--- src/hw/rtl/bqf_pkg.sv ---
`default_nettype none

package bqf_pkg;

  // Sample and coefficient width, fixed by the interface.
  localparam int DATA_W = 32;
  // Product width of two samples or coefficients.
  localparam int PROD_W = 64;

  // Configuration register map, one 32-bit word per register.
  localparam int NUM_REGS  = 5;
  localparam int REG_IDX_W = 3;
  localparam int ADDR_W    = 5;

  localparam logic [REG_IDX_W-1:0] REG_FEED_COEF_0 = 3'd0;
  localparam logic [REG_IDX_W-1:0] REG_FEED_COEF_1 = 3'd1;
  localparam logic [REG_IDX_W-1:0] REG_FEED_COEF_2 = 3'd2;
  localparam logic [REG_IDX_W-1:0] REG_BACK_COEF_1 = 3'd3;
  localparam logic [REG_IDX_W-1:0] REG_BACK_COEF_2 = 3'd4;

  // Commands to the datapath. At most one is high, or update with load_out.
  typedef struct packed {
    logic load_ff;   // capture feedforward products of the accepted sample
    logic sum;       // form the output sample
    logic mul_fb;    // capture feedback products of the output sample
    logic update;    // write both delay registers
    logic load_out;  // move the output sample into the output register
  } bqf_cmd_t;

  // One configuration write, decoded from the bus.
  typedef struct packed {
    logic                 en;
    logic [REG_IDX_W-1:0] idx;
    logic [DATA_W-1:0]    data;
  } bqf_cfg_wr_t;

endpackage

`default_nettype wire

--- src/hw/rtl/bqf_ctrl.sv ---
`default_nettype none

module bqf_ctrl
  import bqf_pkg::*;
(
  input  wire logic     clk,
  input  wire logic     rst,
  input  wire logic     in_valid,
  output logic          in_stall,
  output logic          out_valid,
  input  wire logic     out_stall,
  output bqf_cmd_t      cmd
);

  localparam logic [2:0] ST_IDLE   = 3'd0;
  localparam logic [2:0] ST_SUM    = 3'd1;
  localparam logic [2:0] ST_MUL_FB = 3'd2;
  localparam logic [2:0] ST_UPDATE = 3'd3;
  localparam logic [2:0] ST_PUSH   = 3'd4;

  logic [2:0] state;
  logic [2:0] state_next;
  logic       out_valid_next;
  logic       out_free;

  // The output register can take a new sample when empty or being drained.
  assign out_free = !out_valid || !out_stall;
  assign in_stall = (state != ST_IDLE);

  always_comb begin
    state_next   = state;
    cmd          = '0;
    case (state)
      ST_IDLE: begin
        if (in_valid) begin
          cmd.load_ff = 1'b1;
          state_next  = ST_SUM;
        end
      end
      ST_SUM: begin
        cmd.sum    = 1'b1;
        state_next = ST_MUL_FB;
      end
      ST_MUL_FB: begin
        cmd.mul_fb = 1'b1;
        state_next = ST_UPDATE;
      end
      ST_UPDATE: begin
        cmd.update = 1'b1;
        if (out_free) begin
          cmd.load_out = 1'b1;
          state_next   = ST_IDLE;
        end else begin
          state_next = ST_PUSH;
        end
      end
      ST_PUSH: begin
        if (out_free) begin
          cmd.load_out = 1'b1;
          state_next   = ST_IDLE;
        end
      end
      default: begin
        state_next = ST_IDLE;
      end
    endcase
  end

  always_comb begin
    if (cmd.load_out) begin
      out_valid_next = 1'b1;
    end else if (!out_stall) begin
      out_valid_next = 1'b0;
    end else begin
      out_valid_next = out_valid;
    end
  end

  always_ff @(posedge clk) begin
    if (rst) begin
      state     <= ST_IDLE;
      out_valid <= 1'b0;
    end else begin
      state     <= state_next;
      out_valid <= out_valid_next;
    end
  end

endmodule

`default_nettype wire

--- config.mk ---
export PLATFORM = sky130hd
export DESIGN_NAME = bqf_ctrl
export DESIGN_NICKNAME = d
export VERILOG_FILES = /design/src/hw/rtl/bqf_pkg.sv /design/src/hw/rtl/bqf_ctrl.sv
export SDC_FILE = /design/constraint.sdc
export NUM_CORES = 1
export LEC_CHECK = 0
export ABC_AREA = 1
export ABC_CLOCK_PERIOD_IN_PS = 1900
export BUFFER_PORTS_ARGS = -buffer_cell sky130_fd_sc_hd__buf_4
export CORE_AREA = 8 8 45 47
export CTS_CLUSTER_DIAMETER = 200
export CTS_CLUSTER_SIZE = 12
export DETAILED_ROUTE_END_ITERATION = 8
export DIE_AREA = 0 0 53 55
export PLACE_DENSITY = 0.35
export SLEW_MARGIN = 20
export SYNTH_ARGS = -nofsm -noshare
export SYNTH_HDL_FRONTEND = slang
export SYNTH_SLANG_ARGS = --single-unit
--- constraint.sdc ---
create_clock -name clk -period 1.9 [get_ports clk]
set_input_delay 0.19 -clock clk [delete_from_list [all_inputs] [get_ports clk]]
set_output_delay 0.19 -clock clk [all_outputs]
set_load 0.1 [all_outputs]
==> metrics.log <==
INFO  metric count_of_input_and_output_buffers = 10
INFO  metric finalMaxSlewViolations = 0
INFO  metric clock_tree_from_tritoncts = yes
INFO  metric synthesis.area = 212.7 um2
INFO  metric worst_ep_required_time = 1.71 ns
INFO  metric ir_drop = 321.9 uV
INFO  metric powerDensity = 947.7 nW/um2
INFO  metric grt.overflow.total = 0
INFO  metric timing.final.hold_violations = 0
INFO  metric clock_insertion_delay_worst_skew = 0.23 ns
INFO  metric floorplan.core_area = 1384 um2
INFO  metric synth.yosys.warnings = 0
INFO  metric setup_violations = 0
INFO  metric synthFlopType = dfxtp_1
INFO  metric io_pins = 11
INFO  metric final_nets = 51
INFO  metric postCtsHoldBufs = 0
INFO  metric yosysSeqAreaShare = 0.3765
INFO  metric layout-area-overhead-vs-synth = 56.47%
INFO  metric synthDistinctLibCells = 10
INFO  metric p_leak = 0.1843 nW
INFO  metric max_freq = 0.6594 GHz
INFO  metric worstMarginPinSlew = 0.2810 ns
INFO  metric ys_async_sr_fraction = 0
INFO  metric cell_breakdown_of_the_critical_path = nor2_1 -> nand2_1 -> a21oi_1 -> buf_4
INFO  metric unrepaired_setup_endpoints_after_global_routing = false
INFO  metric hold_start = rst
INFO  metric floorplan.die.width = 53 um
INFO  metric category_of_the_critical_setup_timing_path = reg2out
INFO  metric clock_tree.root_cell = clkbuf_4
INFO  metric num_antenna_cells = 0
INFO  metric tritoncts_num_sinks = 4
INFO  metric fraction_of_layout_cells_with_a_size_suffix_above_1 = 0.3778
INFO  metric yosys_register_bits = 4
INFO  metric synth_fp_nets = 37
INFO  metric crit_arrival = 1.33 ns
INFO  metric synth_cells = 33
INFO  metric part_of_the_power_in_combinational_logic = 0.376
INFO  metric power.share.clock = 0.329
INFO  metric yosysMostFrequentCell = inv_1
INFO  metric post-layout-total-power = 0.3154 mW
INFO  metric power.share.switching = 0.4165
INFO  metric critical_path.startpoint = state[0]
INFO  metric grt_util_overall = 0.04096
INFO  metric finalWirelength = 545 um
INFO  metric die_area = 2915 um2
INFO  metric maxCapViolations = 0
INFO  metric final_period_minus_worst_setup_slack = 1.517 ns
INFO  metric grt_start_max_net_pins = 7
INFO  metric grt_first_pass_wirelength = 793 um
INFO  metric firstDrtPassIters = 4
INFO  metric cpPeakStageDelay = 0.33 ns
INFO  metric post_synth.cell_area_avg = 6.446 um2
INFO  metric switching_power = 0.1314 mW
INFO  metric finalClockSkew = 0.003879 ns
INFO  metric detailroute.via_count = 233
INFO  metric cellInternalPower = 0.1840 mW
INFO  metric cts_max_level = 1
INFO  metric timing.critical_path.from_type = register
INFO  metric post-synth-top-area-cell = dfxtp_1
INFO  metric num-fill-cells = 161
INFO  metric drtIter0Drc = 4
INFO  metric drt-vias-per-instance = 3.820
INFO  metric fp.dieH = 55 um
INFO  metric post-route-period-util = 0.7982
INFO  metric r2r_start = state[0]
INFO  metric synth_largest_type_area_fraction = 0.3765
INFO  metric start_util = 0.1537
INFO  metric cts_repair_resize_count = 0
INFO  metric max-clock-path-buffers = 2
INFO  metric ys_top_cells_by_area = dfxtp_1 (38%), inv_1 (16%), nand3_1 (12%), nand2_1 (11%), nor2_1 (5.3%)
INFO  metric multi_input_area = 101.3 um2
INFO  metric hpwlAfterDp = 448.4 um
INFO  metric crit_slowest_cell = dfxtp_1
INFO  metric run_status = finished clean
INFO  metric critical_path.max_fanout = 5
INFO  metric drc = 0
INFO  metric synth_edf_count = 0
INFO  metric hold_path.class = in2reg
INFO  metric max-slew-margin-rel = 0.8142
INFO  metric drtAntennaViolNets = 0
INFO  metric synth.cells.most_frequent = inv_1 (9), nand2_1 (6), nand3_1 (5)
INFO  metric setup.worst_path.end_class = primary output
INFO  metric sequential_cell_area = 80.08 um2
INFO  metric number_of_global_route_vias_before_repair = 209
INFO  metric cts_inserted_buffers = 3
INFO  metric cts_setup_buffers = 0
INFO  metric gp_congestion = 0.6285
INFO  metric number_of_antenna_violations_at_the_first_check_in_global_routing = 0
INFO  metric pwr-share-seq = 0.295
INFO  metric setup_tns = 0 ns
INFO  metric std_cell_rows = 14
INFO  metric cts.clk_slew.worst_paths = 0.04 ns
INFO  metric wl_per_cell = 8.934 um
-- placed cells by master (no fill, tap or decap), drive strengths merged --
cell type,n
dfxtp,4
clkbuf,3
a21oi,3
nand2,6
nand3,5
inv,9
o211ai,1
nor2,4
buf,10
-- per-layer routing --
| layer | up-vias | GRT usage | share of wire |
|---|---|---|---|
| met5 | - | 0 | 0 |
| met4 | 0 | 0.06466 | 0.011 |
| met3 | 2 | 0.02139 | 0.13 |
| met2 | 9 | 0.05664 | 0.50 |
| met1 | 97 | 0.03490 | 0.36 |
| li1 | 125 | - | - |
-- sequential cells by signal, summed over array words and instances, names as in the netlist --
register	flops
state	3
out_valid	1
-- area by class of cell --
class                           instances  area share
Multi-Input combinational cell         19      0.3045
Sequential cell                         4      0.2406
Timing Repair Buffer                   10      0.2256
Inverter                                9      0.1015
Clock buffer                            3     0.06767
Tap cell                               16     0.06015
-- path summary, 6_finish.rpt --
kind               endpoint  slack (ns)  cells after the start
setup / recovery     cmd[0]        0.38                      4
hold / removal     state[2]        0.14                      2
setup reg to reg  out_valid        1.02                      5
hold reg to reg    state[2]        0.52                      2
-- cells by family (layout without fill, tap and decap cells) --
logic type,count (synthesis),after routing,share of synthesized area
AND/OR/NAND/NOR,15,15,0.3059
buffers and inverters,10,22,0.1941
AO/OA/AOI/OAI,4,4,0.1236
flip-flops,4,4,0.3765
-- power groups by stage --
stage          combinational, mW  clock, mW  sequential [mW]
3_3_place_gp               0.120          0           0.0945
4_1_cts                    0.120      0.111           0.0930
2_1_floorplan             0.0919          0           0.0971
5_1_grt                    0.124      0.119           0.0935
6_report                   0.119      0.104           0.0930
3_5_place_dp               0.120          0           0.0944
-- through the flow --
stage | instance area [um2] | hold WS, ns | std cells | setup WS, ns | utilization
after floorplan | 222.7 | 0.2524 | 33 | 0.2020 | -
after global placement | 310.3 | 0.3865 | 58 | 0.6212 | 0.2242
after detailed placement | 310.3 | 0.3876 | 58 | 0.6155 | 0.2242
after CTS | 332.8 | 0.1359 | 61 | 0.3639 | 0.2405
after global routing | 332.8 | 0.1332 | 61 | 0.2809 | 0.2405
final | 332.8 | 0.1447 | 61 | 0.3834 | 0.2405
-- worst max-delay path, delay by kind of cell (launching register included) --
kind                   cells  cell delay (ns)
AO/OA/AOI/OAI              1             0.14
flip-flops                 1             0.33
buffers and inverters      1             0.30
AND/OR/NAND/NOR            2             0.32
No activity file was read; power rests on OpenSTA's default activity.
